===== src/rtl/mbsp_pkg.sv =====
// shared types and constants for the midi byte stream parser
// no dependencies
package mbsp_pkg;

  localparam int unsigned MaxResults = 2;

  typedef enum logic [3:0] {
    EV_NOTE_ON    = 4'd0,
    EV_NOTE_OFF   = 4'd1,
    EV_CC         = 4'd2,
    EV_BEND       = 4'd3,
    EV_PROGRAM    = 4'd4,
    EV_SYSEX_BYTE = 4'd5,
    EV_SYSEX_END  = 4'd6,
    EV_RESET      = 4'd7,
    EV_BAD_STATUS = 4'd8,
    EV_BAD_SYSTEM = 4'd9
  } mbsp_kind_t;

  typedef enum logic [6:0] {
    PH_STATUS = 7'b0000001,
    PH_DATA1  = 7'b0000010,
    PH_DATA2  = 7'b0000100,
    PH_PROG   = 7'b0001000,
    PH_SYSEX  = 7'b0010000,
    PH_SPP1   = 7'b0100000,
    PH_SPP2   = 7'b1000000
  } mbsp_phase_t;

  // status high nibbles
  localparam logic [3:0] HiNoteOff = 4'h8;
  localparam logic [3:0] HiNoteOn  = 4'h9;
  localparam logic [3:0] HiCc      = 4'hB;
  localparam logic [3:0] HiProg    = 4'hC;
  localparam logic [3:0] HiBend    = 4'hE;
  localparam logic [3:0] HiSystem  = 4'hF;

  // system status low nibbles
  localparam logic [3:0] LoSysex    = 4'h0;
  localparam logic [3:0] LoSongPos  = 4'h2;
  localparam logic [3:0] LoClock    = 4'h8;
  localparam logic [3:0] LoStart    = 4'hA;
  localparam logic [3:0] LoContinue = 4'hB;
  localparam logic [3:0] LoStop     = 4'hC;
  localparam logic [3:0] LoReset    = 4'hF;

  localparam logic [7:0] SysexStatus = 8'hF0;
  localparam logic [7:0] SysexEnd    = 8'hF7;

  typedef struct packed {
    mbsp_kind_t  kind;
    logic [3:0]  channel;
    logic [7:0]  value_a;
    logic [15:0] value_b;
    logic [7:0]  raw_status;
    logic        last_of_run;
  } mbsp_result_t;

  typedef struct packed {
    logic [1:0]   count;
    mbsp_result_t first;
    mbsp_result_t second;
  } mbsp_push_t;

endpackage


===== src/rtl/mbsp_if.sv =====
// valid/ready channel interfaces for the byte input and the event output
// depends on nothing
interface mbsp_in_if;
  logic       valid;
  logic       ready;
  logic [7:0] rx_byte;

  modport source (output valid, output rx_byte, input ready);
  modport sink (input valid, input rx_byte, output ready);
endinterface

interface mbsp_out_if;
  logic        valid;
  logic        ready;
  logic [3:0]  event_kind;
  logic [3:0]  channel;
  logic [7:0]  value_a;
  logic [15:0] value_b;
  logic [7:0]  raw_status;
  logic        last_of_run;

  modport source (output valid, output event_kind, output channel, output value_a,
                  output value_b, output raw_status, output last_of_run, input ready);
  modport sink (input valid, input event_kind, input channel, input value_a,
                input value_b, input raw_status, input last_of_run, output ready);
endinterface


===== src/rtl/mbsp_parse.sv =====
// parse phase machine: decodes one byte per transfer into zero to two events
// depends on mbsp_pkg
module mbsp_parse import mbsp_pkg::*; #(
  parameter int unsigned SYSEX_MAX = 256
) (
  input  logic       clk,
  input  logic       rst_n,
  input  logic       take,
  input  logic [7:0] rx_byte,
  output mbsp_push_t push
);

  localparam logic [8:0] SxMax = 9'(SYSEX_MAX);

  mbsp_phase_t phase_r, phase_nxt;
  logic [7:0]  held_r, held_nxt;
  logic [7:0]  first_r, first_nxt;
  logic [8:0]  sx_cnt_r, sx_cnt_nxt;

  logic [3:0]  hi, lo, held_hi, held_lo;
  logic [8:0]  sx_inc;
  logic [15:0] bend;

  assign hi      = rx_byte[7:4];
  assign lo      = rx_byte[3:0];
  assign held_hi = held_r[7:4];
  assign held_lo = held_r[3:0];
  assign sx_inc  = sx_cnt_r + 9'd1;
  assign bend    = {1'b0, rx_byte, 7'b0} + {8'b0, first_r};

  always_comb begin
    phase_nxt  = phase_r;
    held_nxt   = held_r;
    first_nxt  = first_r;
    sx_cnt_nxt = sx_cnt_r;
    push       = '0;
    push.first.last_of_run  = 1'b1;
    push.second.last_of_run = 1'b1;
    case (phase_r)
      PH_DATA1: begin
        first_nxt = rx_byte;
        phase_nxt = PH_DATA2;
      end
      PH_DATA2: begin
        phase_nxt = PH_STATUS;
        push.count = 2'd1;
        push.first.channel    = held_lo;
        push.first.value_a    = first_r;
        push.first.raw_status = held_r;
        if (held_hi == HiNoteOn) begin
          push.first.kind    = EV_NOTE_ON;
          push.first.value_b = {8'b0, rx_byte};
        end else if (held_hi == HiNoteOff) begin
          push.first.kind = EV_NOTE_OFF;
        end else if (held_hi == HiCc) begin
          push.first.kind    = EV_CC;
          push.first.value_b = {8'b0, rx_byte};
        end else begin
          push.first.kind    = EV_BEND;
          push.first.value_a = '0;
          push.first.value_b = bend;
        end
      end
      PH_PROG: begin
        phase_nxt = PH_STATUS;
        push.count = 2'd1;
        push.first.kind       = EV_PROGRAM;
        push.first.channel    = held_lo;
        push.first.value_a    = rx_byte;
        push.first.raw_status = held_r;
      end
      PH_SYSEX: begin
        push.count = 2'd1;
        push.first.raw_status  = SysexStatus;
        push.second.raw_status = SysexStatus;
        if (rx_byte == SysexEnd) begin
          push.first.kind    = EV_SYSEX_END;
          push.first.value_b = {7'b0, sx_cnt_r};
          phase_nxt  = PH_STATUS;
          sx_cnt_nxt = '0;
        end else begin
          push.first.kind    = EV_SYSEX_BYTE;
          push.first.value_a = rx_byte;
          push.first.value_b = {7'b0, sx_cnt_r};
          sx_cnt_nxt = sx_inc;
          if (sx_inc >= SxMax) begin
            push.count = 2'd2;
            push.first.last_of_run = 1'b0;
            push.second.kind    = EV_SYSEX_END;
            push.second.value_b = {7'b0, sx_inc};
            phase_nxt  = PH_STATUS;
            sx_cnt_nxt = '0;
          end
        end
      end
      PH_SPP1: phase_nxt = PH_SPP2;
      PH_SPP2: phase_nxt = PH_STATUS;
      default: begin
        held_nxt  = rx_byte;
        phase_nxt = PH_STATUS;
        push.first.raw_status = rx_byte;
        if (hi inside {HiNoteOn, HiNoteOff, HiCc, HiBend}) begin
          phase_nxt = PH_DATA1;
        end else if (hi == HiProg) begin
          phase_nxt = PH_PROG;
        end else if (hi == HiSystem) begin
          if (lo == LoSongPos) begin
            phase_nxt = PH_SPP1;
          end else if (lo inside {LoClock, LoStart, LoContinue, LoStop}) begin
            phase_nxt = PH_STATUS;
          end else if (lo == LoSysex) begin
            sx_cnt_nxt = '0;
            phase_nxt  = PH_SYSEX;
          end else if (lo == LoReset) begin
            push.count = 2'd1;
            push.first.kind = EV_RESET;
          end else begin
            push.count = 2'd1;
            push.first.kind = EV_BAD_SYSTEM;
          end
        end else begin
          push.count = 2'd1;
          push.first.kind = EV_BAD_STATUS;
        end
      end
    endcase
    if (!take) begin
      push.count = '0;
    end
  end

  always_ff @(posedge clk) begin
    if (!rst_n) begin
      phase_r  <= PH_STATUS;
      held_r   <= '0;
      first_r  <= '0;
      sx_cnt_r <= '0;
    end else if (take) begin
      phase_r  <= phase_nxt;
      held_r   <= held_nxt;
      first_r  <= first_nxt;
      sx_cnt_r <= sx_cnt_nxt;
    end
  end

endmodule


===== src/rtl/mbsp_outq.sv =====
// four-entry event queue: takes up to two events per cycle, gives one per transfer
// depends on mbsp_pkg
module mbsp_outq import mbsp_pkg::*; (
  input  logic         clk,
  input  logic         rst_n,
  input  mbsp_push_t   push,
  output logic         room,
  output logic         head_valid,
  input  logic         head_ready,
  output mbsp_result_t head
);

  mbsp_result_t mem_r [4];
  logic [1:0]   wr_r, rd_r;
  logic [2:0]   cnt_r, cnt_nxt;
  logic         pop;

  assign head_valid = cnt_r != 3'd0;
  assign pop        = head_valid && head_ready;
  assign room       = cnt_r <= 3'd2;
  assign head       = mem_r[rd_r];
  assign cnt_nxt    = cnt_r + {1'b0, push.count} - {2'b0, pop};

  always_ff @(posedge clk) begin
    if (push.count != 2'd0) begin
      mem_r[wr_r] <= push.first;
    end
    if (push.count == 2'd2) begin
      mem_r[wr_r + 2'd1] <= push.second;
    end
  end

  always_ff @(posedge clk) begin
    if (!rst_n) begin
      wr_r  <= '0;
      rd_r  <= '0;
      cnt_r <= '0;
    end else begin
      wr_r  <= wr_r + push.count;
      rd_r  <= rd_r + {1'b0, pop};
      cnt_r <= cnt_nxt;
    end
  end

endmodule


===== src/rtl/midi_byte_stream_parser.sv =====
// midi byte stream parser top level: phase machine feeding an event queue
// depends on mbsp_pkg, mbsp_if, mbsp_parse, mbsp_outq
// an event is written to the queue on its byte transfer and offered from the queue head
// throughput: one byte per cycle while ready; a byte ending a full sysex gives two events
// in_if.ready is high while the event queue has room for two more events
// reset (synchronous, rst_n low) returns to expecting a status byte and empties the queue
module midi_byte_stream_parser import mbsp_pkg::*; #(
  parameter int unsigned SYSEX_MAX = 256
) (
  input logic        clk,
  input logic        rst_n,
  mbsp_in_if.sink    in_if,
  mbsp_out_if.source out_if
);

  mbsp_push_t   push;
  mbsp_result_t head;
  logic         room;
  logic         take;

  assign in_if.ready = room;
  assign take        = in_if.valid && room;

  mbsp_parse #(.SYSEX_MAX(SYSEX_MAX)) u_parse (
    .clk     (clk),
    .rst_n   (rst_n),
    .take    (take),
    .rx_byte (in_if.rx_byte),
    .push    (push)
  );

  mbsp_outq u_outq (
    .clk        (clk),
    .rst_n      (rst_n),
    .push       (push),
    .room       (room),
    .head_valid (out_if.valid),
    .head_ready (out_if.ready),
    .head       (head)
  );

  assign out_if.event_kind  = head.kind;
  assign out_if.channel     = head.channel;
  assign out_if.value_a     = head.value_a;
  assign out_if.value_b     = head.value_b;
  assign out_if.raw_status  = head.raw_status;
  assign out_if.last_of_run = head.last_of_run;

endmodule


===== src/flat_wrapper.sv =====
// flat-port wrapper written by rule: the top's interface ports become plain ports
module midi_byte_stream_parser_flat import mbsp_pkg::*;
#(
  parameter int unsigned SYSEX_MAX = 256
)
  (clk, rst_n, in_if_valid, in_if_rx_byte, in_if_ready, out_if_valid, out_if_event_kind, out_if_channel, out_if_value_a, out_if_value_b, out_if_raw_status, out_if_last_of_run, out_if_ready);
  mbsp_in_if in_if_i ();
  mbsp_out_if out_if_i ();
  input logic clk;
  input logic rst_n;
  input wire logic [$bits(in_if_i.valid)-1:0] in_if_valid;
  input wire logic [$bits(in_if_i.rx_byte)-1:0] in_if_rx_byte;
  output wire logic [$bits(in_if_i.ready)-1:0] in_if_ready;
  output wire logic [$bits(out_if_i.valid)-1:0] out_if_valid;
  output wire logic [$bits(out_if_i.event_kind)-1:0] out_if_event_kind;
  output wire logic [$bits(out_if_i.channel)-1:0] out_if_channel;
  output wire logic [$bits(out_if_i.value_a)-1:0] out_if_value_a;
  output wire logic [$bits(out_if_i.value_b)-1:0] out_if_value_b;
  output wire logic [$bits(out_if_i.raw_status)-1:0] out_if_raw_status;
  output wire logic [$bits(out_if_i.last_of_run)-1:0] out_if_last_of_run;
  input wire logic [$bits(out_if_i.ready)-1:0] out_if_ready;
  assign in_if_i.valid = in_if_valid;
  assign in_if_i.rx_byte = in_if_rx_byte;
  assign in_if_ready = in_if_i.ready;
  assign out_if_valid = out_if_i.valid;
  assign out_if_event_kind = out_if_i.event_kind;
  assign out_if_channel = out_if_i.channel;
  assign out_if_value_a = out_if_i.value_a;
  assign out_if_value_b = out_if_i.value_b;
  assign out_if_raw_status = out_if_i.raw_status;
  assign out_if_last_of_run = out_if_i.last_of_run;
  assign out_if_i.ready = out_if_ready;
  midi_byte_stream_parser #(.SYSEX_MAX(SYSEX_MAX)) u_core (.clk(clk), .rst_n(rst_n), .in_if(in_if_i), .out_if(out_if_i));
endmodule

===== config.mk =====
export PLATFORM = sky130hd
export DESIGN_NAME = midi_byte_stream_parser_flat
export DESIGN_NICKNAME = d
export VERILOG_FILES = /design/src/rtl/mbsp_pkg.sv /design/src/rtl/mbsp_if.sv /design/src/rtl/mbsp_parse.sv /design/src/rtl/mbsp_outq.sv /design/src/rtl/midi_byte_stream_parser.sv /design/src/flat_wrapper.sv
export SDC_FILE = /design/constraint.sdc
export NUM_CORES = 1
export LEC_CHECK = 0
export ABC_AREA = 1
export ABC_CLOCK_PERIOD_IN_PS = 2300
export BUFFER_PORTS_ARGS = -buffer_cell sky130_fd_sc_hd__buf_4
export CORE_MARGIN = 10
export CORE_UTILIZATION = 45
export DETAILED_ROUTE_END_ITERATION = 7
export PLACE_DENSITY = 0.71
export REMOVE_ABC_BUFFERS = 1
export SYNTH_ARGS = -nofsm -noshare
export SYNTH_HDL_FRONTEND = slang
export SYNTH_SLANG_ARGS = --single-unit
export TNS_END_PERCENT = 10

===== constraint.sdc =====
create_clock -name clk -period 2.3 [get_ports clk]
set_input_delay 0.46 -clock clk [delete_from_list [all_inputs] [get_ports clk]]
set_output_delay 0.46 -clock clk [all_outputs]
set_load 0.005 [all_outputs]

# Word level (Yosys, flattened, before mapping)
# Memories as Yosys holds them, arrays and structs flattened. A register that Yosys moved wholly into a read port is not among the register bits.
# Cells that the tools add are included.
[classes] addsub=7 n_mul=0 n_div=0 order_cmp=2 n_eq_ne=28 shift=0 n_mux=54 bitwise_logic=2 n_reduce_logical=18
[op_table] op="2-to-1 mux 9 bit" n=10
[op_table] op="== test 4 bit (second input constant)" n=14
[op_table] op="one-hot mux 8 bit (3 select lines)" n=2
[op_table] op="2-to-1 mux 6 bit" n=7
[op_table] op="2-to-1 mux 5 bit" n=8
[op_table] op="2-to-1 mux 16 bit" n=2
[op_table] op="one-hot mux 16 bit (2 select lines)" n=1
[op_table] op="one-hot mux 7 bit (4 select lines)" n=1
[op_table] op="2-to-1 mux 24 bit" n=1
[op_table] op="2-to-1 mux 8 bit" n=3
[op_table] op="one-hot mux 6 bit (4 select lines)" n=1
[op_table] op="one-hot mux 9 bit (2 select lines)" n=1
[op_table] op="2-to-1 mux 17 bit" n=1
[op_table] op="adder 15 x 8 -> 16 bit" n=1
[op_table] op="2-to-1 mux 2 bit" n=7
[op_table] op="2-to-1 mux 7 bit" n=2
[op_table] op="adder 9 x 1 -> 9 bit (second input constant)" n=1
[op_table] op=">= comparator 9 bit (second input constant)" n=1
[op_table] op="== test 8 bit (second input constant)" n=1
[op_table] op="2-to-1 mux 4 bit" n=2
[op_table] op="!= test 2 x 1 -> 1 bit (second input constant)" n=4
[op_table] op="AND reduction 8 bit" n=1
[op_table] op="nonzero test 4 bit" n=2
[op_table] op="== test 7 x 2 -> 1 bit (second input constant)" n=1
[op_table] op="other kinds (25)" n=36
[word_totals] regBits=39 latch_bits=0 ram_bits=164 rom_bits=0 output_inout_bits=43 wordCells=119 mem_count=1
[memory_table] name="u_core.u_outq.mem_r" words=4 word_bits=41 read_ports=1 rd_clocked_by_memory_dff=1 wr=2 line_no="mbsp_outq.sv:13" rtl="mbsp_result_t mem_r [4];"

# Longest topological paths before layout
# Gate-level depths: netlist of the first run.
[depth] depth_word=13 mapped_depth=17

# By module
# Synthesis of the first run repeated with hierarchy kept, for this count alone.
[hier_totals] hier_cells=1324 hier_area_um2=11412.2
[by_module_without_submodules] module="mbsp_outq" n_inst=1 cells_per_inst=867 area_per_inst_um2=8536.9
[by_module_without_submodules] module="mbsp_parse" n_inst=1 cells_per_inst=455 area_per_inst_um2=2867.8
[by_module_without_submodules] module="midi_byte_stream_parser" n_inst=1 cells_per_inst=2 area_per_inst_um2=7.5

# Worst setup path after synthesis of the first run
# Ideal clock, no wire load.
[synth_path] path_type="reg-to-reg" startpoint="register u_core.u_parse.sx_cnt_r[0]" endpoint="register u_core.u_outq.cnt_r[2]" arrival_ns=2.418 required_time_ns=2.180 slack_ns=-0.238 path_stages_with_launch=17 period_less_slack_ns=2.538 path_cell_list="dfxtp_1 -> ha_1 -> nand2_1 -> nor2_2 -> nand2_1 -> nand2_1 -> and2_1 -> buf_4 -> nand2_4 -> nor2_8 -> inv_2 -> ha_1 -> inv_1 -> fa_1 -> xor2_1 -> o21ai_0 -> a21oi_1"
[synth_between] elab_chain_len=8
[synth_rtl] element="start: declaration" line_no="mbsp_parse.sv:18" rtl="logic [8:0] sx_cnt_r, sx_cnt_nxt;"
[synth_rtl] element="start signal: assignment" line_no="mbsp_parse.sv:142" rtl="sx_cnt_r <= sx_cnt_nxt;"
[synth_rtl] element="adder 9 x 1 -> 9 bit" line_no="mbsp_parse.sv:28" rtl="assign sx_inc = sx_cnt_r + 9'd1;"
[synth_rtl] element=">= comparator 9 bit" line_no="mbsp_parse.sv:86" rtl="if (sx_inc >= SxMax) begin"
[synth_rtl] element="2-to-1 mux 2 bit" line_no="mbsp_parse.sv:86"
[synth_rtl] element="2-to-1 mux 2 bit" line_no="mbsp_parse.sv:76" rtl="if (rx_byte == SysexEnd) begin"
[synth_rtl] element="one-hot mux 6 bit (4 select lines)" line_no="mbsp_parse.sv:39" rtl="case (phase_r)"
[synth_rtl] element="2-to-1 mux 2 bit" line_no="mbsp_parse.sv:127" rtl="if (!take) begin"
[synth_rtl] element="adder 3 x 2 -> 3 bit" line_no="mbsp_outq.sv:22" rtl="assign cnt_nxt = cnt_r + {1'b0, push.count} - {2'b0, pop};"
[synth_rtl] element="subtractor 3 x 1 -> 3 bit" line_no="mbsp_outq.sv:22"
[synth_rtl] element="end signal: assignment" line_no="mbsp_outq.sv:41" rtl="cnt_r <= cnt_nxt;"
[synth_rtl] element="end: declaration" line_no="mbsp_outq.sv:15" rtl="logic [2:0] cnt_r, cnt_nxt;"
# Every way passes these cells.
# A chain may end at the register's enable or synchronous reset.

# Final worst setup path of the first run
[layout_path] startpoint="register u_core.u_parse.sx_cnt_r[1]" endpoint="register u_core.u_outq.cnt_r[2]"
# Same word-level chain as after synthesis.

==> results of run 1 <==
-- state kept, by name, indices dropped and copies added (netlist names) --
signal,cells
u_core.u_parse.phase_r,7
u_core.u_outq.cnt_r,3
u_core.u_outq.mem_r,164
u_core.u_outq.rd_r,2
u_core.u_outq.wr_r,2
u_core.u_parse.held_r,8
u_core.u_parse.first_r,8
u_core.u_parse.sx_cnt_r,9
-- worst max-delay path, delay by kind of cell, from the launching register on --
family / cells / cell delay [ps]
AND/OR/NAND/NOR: 6 / 490
flip-flops: 1 / 330
AO/OA/AOI/OAI: 2 / 160
adder cells (fa/ha/maj): 3 / 770
buffers and inverters: 3 / 220
XOR/XNOR: 1 / 160
-- stage by stage --
| stage | util, % | hold slack [ps] | setup TNS (ps) | total power, W |
|---|---|---|---|---|
| finish | 55.8 | 305 | 0 | 0.0132 |
| global route | 55.8 | 317 | -5350 | 0.0141 |
| CTS | 55.4 | 292 | -24.6 | 0.0132 |
| detailed placement | 51.9 | 446 | -3180 | 0.00955 |
| global placement | 51.9 | 433 | -2040 | 0.00946 |
| floorplan | - | 424 | -471830 | 0.00740 |
-- synthesized netlist by cell type, types with 2 or more instances --
master	n
sky130_fd_sc_hd__xnor2_1	2
sky130_fd_sc_hd__buf_1	8
sky130_fd_sc_hd__nand2_2	2
sky130_fd_sc_hd__xor2_1	8
sky130_fd_sc_hd__ha_1	8
sky130_fd_sc_hd__nor3_1	4
sky130_fd_sc_hd__dfxtp_1	143
sky130_fd_sc_hd__nor2_1	233
sky130_fd_sc_hd__clkinv_1	2
sky130_fd_sc_hd__o21ai_1	10
sky130_fd_sc_hd__nand3_1	156
sky130_fd_sc_hd__clkbuf_1	61
sky130_fd_sc_hd__inv_1	75
sky130_fd_sc_hd__o211ai_1	3
sky130_fd_sc_hd__nor2_4	2
sky130_fd_sc_hd__a22oi_1	9
sky130_fd_sc_hd__o21a_1	3
sky130_fd_sc_hd__buf_4	7
sky130_fd_sc_hd__a21oi_1	142
sky130_fd_sc_hd__nand2_1	191
sky130_fd_sc_hd__buf_2	18
sky130_fd_sc_hd__o21ai_0	181
sky130_fd_sc_hd__buf_6	11
sky130_fd_sc_hd__nand4_1	4
sky130_fd_sc_hd__inv_2	4
sky130_fd_sc_hd__edfxtp_1	60
sky130_fd_sc_hd__o22ai_1	44
-- final timing paths --
kind | startpoint | endpoint | depth (start not counted)
min reg2reg | u_core.u_outq.mem_r[1][0] | u_core.u_outq.mem_r[1][0] | 2
max reg2reg | u_core.u_parse.sx_cnt_r[1] | u_core.u_outq.cnt_r[2] | 15
max | u_core.u_parse.sx_cnt_r[1] | u_core.u_outq.cnt_r[2] | 15
min | rst_n | u_core.u_outq.cnt_r[1] | 3
-- cell families after synthesis --
kind of cell | count (synthesis) | share of synthesized area (%)
adders and majority gates | 9 | 1.17
AOI/OAI and AO/OA | 394 | 20.1
xor gates and xnor gates | 10 | 0.851
DFF | 203 | 45.3
buffers and inverters | 186 | 8.06
and+or+nand+nor | 599 | 24.5
-- routing by layer --
layer | vias to the layer above | share of wire (%) | wire (um)
met3 | 63 | 7.8 | 2470
met2 | 406 | 46 | 14600
li1 | 4972 | - | -
met5 | - | 0 | 0
met1 | 4722 | 44 | 14000
met4 | 0 | 2.5 | 797
-- where the power goes --
group | leakage, nW | switching, W | total (W) | internal (W)
clock network | 0.354 | 0.00148 | 0.00354 | 0.00206
registers | 1.74 | 0.000428 | 0.00500 | 0.00458
logic | 3.44 | 0.00270 | 0.00468 | 0.00198
-- final cells by class --
cell class                 instances  area (sq um)  area share (%)
multi-input combinational       1012          4900            38.9
sequential                       203          4670            37.1
timing repair buffer             182          1640            13.0
clock buffer                      34           647            5.14
tap                              285           357            2.83
inverter                          81           307            2.44
clock inverter                     8          71.3           0.567
-- timing repair --
item / 4_1_cts / 5_1_grt
pin swaps: 3 / 2
buffers inserted: 2 / 1
endpoints found under the hold margin: 0 / 0
endpoints found under the setup margin: 17 / 223
gates resized for setup: 11 / 17
gates cloned: 1 / 0
==> run_summary.xml, run 1 <==
<?xml version="1.0" encoding="UTF-8"?>
<metrics>
  <group name="sta">
    <metric name="timing.clock.skew" unit="ps">14.4</metric>
    <metric name="post-route-period-util" unit="%">97.5</metric>
    <metric name="final_period_minus_worst_setup_slack" unit="ps">2240</metric>
    <metric name="rsz0062_at_grt" unit="">true</metric>
    <metric name="timing.final.max_slew_violations" unit="">0</metric>
    <metric name="fmax" unit="GHz">0.446</metric>
    <metric name="setup_slack" unit="ps">57.0</metric>
    <metric name="worstMarginPinSlew" unit="ps">633</metric>
    <metric name="worst_slew_margin_rel" unit="%">57.4</metric>
    <metric name="final_hold_viols" unit="">0</metric>
    <metric name="finalSetupViolCount" unit="">0</metric>
  </group>
  <group name="place">
    <metric name="dpl.hpwl" unit="um">20900</metric>
    <metric name="pre_cts_ws" unit="ps">-189</metric>
    <metric name="dp_cells" unit="">1759</metric>
    <metric name="buffer_ports.inserted" unit="">54</metric>
    <metric name="post_dp_cell_area" unit="sq mm">0.0117</metric>
    <metric name="place.gp.congestion" unit="">0.953</metric>
  </group>
  <group name="final_layout">
    <metric name="layout_commonest_cell" unit="">sky130_fd_sc_hd__nor2_1</metric>
    <metric name="antenna_cells" unit="">0</metric>
    <metric name="final_cell_area" unit="sq mm">0.0126</metric>
    <metric name="syn2layout_area_growth" unit="%">22.3</metric>
    <metric name="final.fill_count" unit="">2113</metric>
    <metric name="layout_common_cells" unit="">sky130_fd_sc_hd__nor2_1, sky130_fd_sc_hd__nand2_1, sky130_fd_sc_hd__o21ai_0</metric>
    <metric name="final_net_count" unit="">1524</metric>
    <metric name="drive_gt1_share" unit="%">16.6</metric>
    <metric name="stdcell_count" unit="">1805</metric>
  </group>
  <group name="clock_tree">
    <metric name="tritoncts_buffers" unit="">23</metric>
    <metric name="clockBufferDepth" unit="">3</metric>
    <metric name="cts.reportedPaths.clkPinSlew" unit="ps">60</metric>
    <metric name="clock_tree.htree_level_count" unit="">1</metric>
    <metric name="hold_buffers" unit="">0</metric>
    <metric name="worstSkewPairLatency" unit="ps">510</metric>
    <metric name="numClockSinks" unit="">203</metric>
    <metric name="cts_tree" unit="">yes</metric>
    <metric name="cts_root_buffer" unit="">sky130_fd_sc_hd__clkbuf_16</metric>
  </group>
  <group name="setup_path">
    <metric name="critical_path_arrival" unit="ps">2640</metric>
    <metric name="reg_to_reg_setup_timing_slack" unit="ps">60</metric>
    <metric name="setup.worst_path.end_class" unit="">flip-flop</metric>
    <metric name="startpoint_type" unit="">flip-flop</metric>
    <metric name="cp_cell_sequence" unit="">ha_4, nand2_2, nor2_2, buf_4, nand3_2, and2_4, nand2_4, nor2_8, inv_2, ha_1, inv_1, fa_2, xor2_2, o21ai_1, a21oi_1</metric>
    <metric name="critical-path-max-stage-delay" unit="ps">340</metric>
    <metric name="crit_required" unit="ps">2690</metric>
    <metric name="critPathMaxFanout" unit="">2</metric>
    <metric name="critical_path_class" unit="">flip-flop to flip-flop</metric>
    <metric name="crit_slowest_cell" unit="">sky130_fd_sc_hd__fa_2</metric>
  </group>
  <group name="drt">
    <metric name="drt_first_iter_violations" unit="">1196</metric>
    <metric name="detail_route.first_pass.iterations" unit="">5</metric>
    <metric name="detail_route.wl_per_cell" unit="um">17.6</metric>
    <metric name="drcViolationCount" unit="">0</metric>
    <metric name="routed-via-count" unit="">10200</metric>
    <metric name="finalWirelength" unit="um">31800</metric>
    <metric name="avgViaCountPerCell" unit="">5.63</metric>
    <metric name="antenna_violating_nets_post_route" unit="">0</metric>
  </group>
  <group name="hold_path">
    <metric name="hold_path.class" unit="">primary input to flip-flop</metric>
  </group>
  <group name="yosys">
    <metric name="synth-seq-cells" unit="">203</metric>
    <metric name="synth_area_per_cell" unit="sq um">7.34</metric>
    <metric name="synth.top_cell.area_share" unit="%">27.8</metric>
    <metric name="yosys_warns" unit="">0</metric>
    <metric name="most_instantiated_flip_flop_cell_in_the_synthesis_netlist" unit="">sky130_fd_sc_hd__dfxtp_1</metric>
    <metric name="synth.distinct_cells" unit="">37</metric>
    <metric name="synth.cell_area" unit="sq mm">0.0103</metric>
    <metric name="synth_top_area_cell" unit="">sky130_fd_sc_hd__dfxtp_1</metric>
    <metric name="postSynth.asyncResetShare" unit="%">0</metric>
    <metric name="number_of_synthesized_flops_with_an_enable_pin" unit="">60</metric>
    <metric name="synth_seq_area_share" unit="%">45.3</metric>
    <metric name="post_synth_inst_count" unit="">1401</metric>
    <metric name="synth.area.top_cells" unit="">sky130_fd_sc_hd__dfxtp_1, sky130_fd_sc_hd__edfxtp_1, sky130_fd_sc_hd__o21ai_0, sky130_fd_sc_hd__nor2_1, sky130_fd_sc_hd__nand3_1</metric>
  </group>
  <group name="global_route">
    <metric name="antenna_found_initial" unit="">0</metric>
    <metric name="globalRouteOverflowTotal" unit="">0</metric>
    <metric name="grt_pass1_wl" unit="um">50800</metric>
    <metric name="grt-busiest-layer" unit="">met2</metric>
    <metric name="use_met2" unit="%">34.1</metric>
    <metric name="first_global_vias" unit="">9523</metric>
    <metric name="met1_usage" unit="%">28.8</metric>
    <metric name="grt_max_degree" unit="">58</metric>
    <metric name="global_route.usage.met3" unit="%">3.46</metric>
    <metric name="grtUsageTotal" unit="%">21.3</metric>
  </group>
  <group name="die">
    <metric name="chipWidth" unit="um">171</metric>
    <metric name="area_inside_the_core_boundary" unit="sq mm">0.0226</metric>
    <metric name="boundaryPins" unit="">55</metric>
    <metric name="fp-row-count" unit="">55</metric>
    <metric name="floorplan.initialDensity" unit="%">45.6</metric>
    <metric name="die_y" unit="um">171</metric>
    <metric name="design.die.area" unit="sq mm">0.0293</metric>
  </group>
  <group name="run_status">
    <metric name="run_status" unit="">finished clean</metric>
  </group>
  <group name="power">
    <metric name="vdd_drop_max" unit="mV">0.561</metric>
    <metric name="power.leakage" unit="nW">5.54</metric>
    <metric name="power_per_cell_area" unit="mW/mm^2">1050</metric>
  </group>
  <group name="job">
    <metric name="timing.max_cap.violations" unit="">0</metric>
  </group>
</metrics>
(Power assumes the default switching activity.)
==> inputs of run 2 (changes only) <==
Settings changed: GPL_TIMING_DRIVEN set to 0.
==> run_summary.xml, run 2 (synthesis gave the netlist of run 1 again) <==
<?xml version="1.0" encoding="UTF-8"?>
<metrics>
  <group name="die">
    <metric name="area_inside_the_core_boundary" unit="sq mm">0.0226</metric>
    <metric name="boundaryPins" unit="">55</metric>
    <metric name="fp-row-count" unit="">55</metric>
    <metric name="design.die.area" unit="sq mm">0.0293</metric>
    <metric name="die_y" unit="um">171</metric>
    <metric name="floorplan.initialDensity" unit="%">45.6</metric>
    <metric name="chipWidth" unit="um">171</metric>
  </group>
  <group name="sta">
    <metric name="hold_ws" unit="ps">231</metric>
    <metric name="post-route-period-util" unit="%">102</metric>
    <metric name="rsz0062_at_grt" unit="">true</metric>
    <metric name="setup_slack" unit="ps">-46.8</metric>
    <metric name="finalSetupViolCount" unit="">25</metric>
    <metric name="fin_setup_tns" unit="ps">-693</metric>
    <metric name="final_hold_viols" unit="">0</metric>
    <metric name="worstMarginPinSlew" unit="ps">887</metric>
    <metric name="final_period_minus_worst_setup_slack" unit="ps">2350</metric>
    <metric name="worst_slew_margin_rel" unit="%">40.7</metric>
    <metric name="timing.final.max_slew_violations" unit="">0</metric>
    <metric name="fmax" unit="GHz">0.426</metric>
    <metric name="timing.clock.skew" unit="ps">21.8</metric>
  </group>
  <group name="power">
    <metric name="internal_power" unit="W">0.00912</metric>
    <metric name="combPwrFrac" unit="%">36.7</metric>
    <metric name="p_switching" unit="W">0.00513</metric>
    <metric name="pwr-share-clk" unit="%">27.6</metric>
    <metric name="power.leakage" unit="nW">5.37</metric>
    <metric name="vdd_drop_max" unit="mV">0.574</metric>
    <metric name="power_per_cell_area" unit="mW/mm^2">1120</metric>
    <metric name="totalPowerFinal" unit="W">0.0142</metric>
    <metric name="power.sequential.fraction" unit="%">35.7</metric>
    <metric name="sw_frac_of_total" unit="%">36.0</metric>
  </group>
  <group name="final_layout">
    <metric name="drive_gt1_share" unit="%">16.5</metric>
    <metric name="antenna_cells" unit="">0</metric>
    <metric name="syn2layout_area_growth" unit="%">23.2</metric>
    <metric name="final_net_count" unit="">1464</metric>
    <metric name="largest_register_ffs" unit="">164</metric>
    <metric name="final.fill_count" unit="">2072</metric>
    <metric name="fin_util" unit="%">56.2</metric>
    <metric name="top_regs" unit="">u_core.u_outq.mem_r: 164 flops, u_core.u_parse.sx_cnt_r: 9 flops</metric>
    <metric name="stdcell_count" unit="">1745</metric>
    <metric name="layout_common_cells" unit="">sky130_fd_sc_hd__nor2_1, sky130_fd_sc_hd__o21ai_0, sky130_fd_sc_hd__nand2_1</metric>
    <metric name="registers.top_by_ff_count" unit="">u_core.u_outq.mem_r</metric>
    <metric name="layout_commonest_cell" unit="">sky130_fd_sc_hd__nor2_1</metric>
  </group>
  <group name="drt">
    <metric name="detail_route.first_pass.iterations" unit="">5</metric>
    <metric name="drt_first_iter_violations" unit="">1284</metric>
    <metric name="avgViaCountPerCell" unit="">6.04</metric>
    <metric name="drcViolationCount" unit="">0</metric>
    <metric name="antenna_violating_nets_post_route" unit="">0</metric>
    <metric name="detail_route.wl_per_cell" unit="um">20.6</metric>
    <metric name="routed-via-count" unit="">10500</metric>
    <metric name="finalWirelength" unit="um">36000</metric>
  </group>
  <group name="setup_path">
    <metric name="critPathMaxFanout" unit="">27</metric>
    <metric name="startpoint_type" unit="">flip-flop</metric>
    <metric name="critical_path_arrival" unit="ps">2560</metric>
    <metric name="reg2regPathDepth" unit="">12</metric>
    <metric name="crit_required" unit="ps">2520</metric>
    <metric name="critical_path_class" unit="">flip-flop to flip-flop</metric>
    <metric name="setup.worst_path.end_class" unit="">flip-flop</metric>
  </group>
  <group name="run_status">
    <metric name="violations" unit="">setup timing</metric>
    <metric name="run_status" unit="">finished with violations</metric>
  </group>
  <group name="global_route">
    <metric name="globalRouteOverflowTotal" unit="">0</metric>
    <metric name="grt_pass1_wl" unit="um">53500</metric>
    <metric name="grtUsageTotal" unit="%">22.8</metric>
    <metric name="first_global_vias" unit="">9595</metric>
    <metric name="grt_max_degree" unit="">145</metric>
    <metric name="antenna_found_initial" unit="">1</metric>
  </group>
  <group name="clock_tree">
    <metric name="clock_tree.htree_level_count" unit="">1</metric>
    <metric name="cts_tree" unit="">yes</metric>
    <metric name="cts.reportedPaths.clkPinSlew" unit="ps">70</metric>
    <metric name="clockBufferDepth" unit="">3</metric>
    <metric name="hold_buffers" unit="">0</metric>
    <metric name="numClockSinks" unit="">203</metric>
    <metric name="tritoncts_buffers" unit="">23</metric>
    <metric name="worstSkewPairLatency" unit="ps">530</metric>
    <metric name="cts_root_buffer" unit="">sky130_fd_sc_hd__clkbuf_16</metric>
  </group>
  <group name="place">
    <metric name="dpl.hpwl" unit="um">18000</metric>
    <metric name="place.gp.congestion" unit="">0.966</metric>
    <metric name="buffer_ports.inserted" unit="">54</metric>
    <metric name="dp_cells" unit="">1643</metric>
  </group>
  <group name="hold_path">
    <metric name="hold_path_depth" unit="">3</metric>
    <metric name="hold_path.class" unit="">primary input to flip-flop</metric>
  </group>
  <group name="job">
    <metric name="timing.max_cap.violations" unit="">0</metric>
  </group>
</metrics>
-- run 2: changes by cell type in the layout (fill, tap and decap cells not counted), moves of 6 or more --
cell and delta:
sky130_fd_sc_hd__buf_12 -9, sky130_fd_sc_hd__buf_16 +7, sky130_fd_sc_hd__buf_4 -72, sky130_fd_sc_hd__dfxtp_1 -8
sky130_fd_sc_hd__dfxtp_2 +6, sky130_fd_sc_hd__nand2_1 -18, sky130_fd_sc_hd__nand2_4 +8, sky130_fd_sc_hd__nand2_8 +11
sky130_fd_sc_hd__nor2_1 -10, sky130_fd_sc_hd__nor2_4 +7
-- run 2: metrics by stage --
stage	cell area [sq um]	worst slack, ps
floorplan	9760	-3080
detailed placement	10800	-1490
finish	12700	-46.8
global placement	10500	-5860
CTS	12400	-72.2
global route	12700	-170
-- run 2: timing repair --
action,CTS,global route
buffers inserted,43,4
resized for setup,69,49
pin swaps,13,17
cloned,8,5
setup endpoints to repair,291,241
-- run 2: final cells by class --
type	instances	area, sq um	share of cell area (%)
Sequential cell	203	4680	36.9
Clock inverter	8	143	1.13
Multi-Input combinational cell	1018	5280	41.7
Inverter	81	332	2.62
Tap cell	285	357	2.81
Timing Repair Buffer	113	1200	9.47
Timing Repair inverter	3	22.5	0.178
Clock buffer	34	657	5.18
-- run 2: worst paths after layout --
kind	slack [ps]	end	from
min	230	u_core.u_parse.held_r[3]	in_if_rx_byte[3]
max	-50	u_core.u_outq.mem_r[1][14]	u_core.u_parse.sx_cnt_r[0]
max reg2reg	-50	u_core.u_outq.mem_r[1][14]	u_core.u_parse.sx_cnt_r[0]
min reg2reg	460	u_core.u_parse.held_r[1]	u_core.u_parse.held_r[1]
-- run 2: critical path, cell delays in order (launching register included) --
cell,delay (ps)
sky130_fd_sc_hd__dfxtp_2,360
sky130_fd_sc_hd__ha_4,160
sky130_fd_sc_hd__nand2_4,60
sky130_fd_sc_hd__nor2_4,120
sky130_fd_sc_hd__nand2_2,70
sky130_fd_sc_hd__nand2_2,70
sky130_fd_sc_hd__and2_4,170
sky130_fd_sc_hd__nand2_8,70
sky130_fd_sc_hd__nor2_8,130
sky130_fd_sc_hd__buf_6,210
sky130_fd_sc_hd__nand2_8,170
sky130_fd_sc_hd__buf_16,250
sky130_fd_sc_hd__nand2_4,180
-- run 2: layer usage --
| layer | up-vias | wire [um] | track usage [%] |
|---|---|---|---|
| li1 | 4867 | - | - |
| met1 | 4965 | 14300 | 30.0 |
| met2 | 609 | 16700 | 37.0 |
| met3 | 95 | 3700 | 3.94 |
| met4 | 0 | 1190 | 7.52 |
| met5 | - | 0 | 0 |
-- run 2: power groups by stage --
stage | sequential (W) | combinational, W | clock [W]
detailed placement | 0.00529 | 0.00390 | 0
CTS | 0.00504 | 0.00484 | 0.00396
finish | 0.00508 | 0.00523 | 0.00393
global placement | 0.00525 | 0.00382 | 0
global route | 0.00516 | 0.00571 | 0.00408
floorplan | 0.00506 | 0.00233 | 0
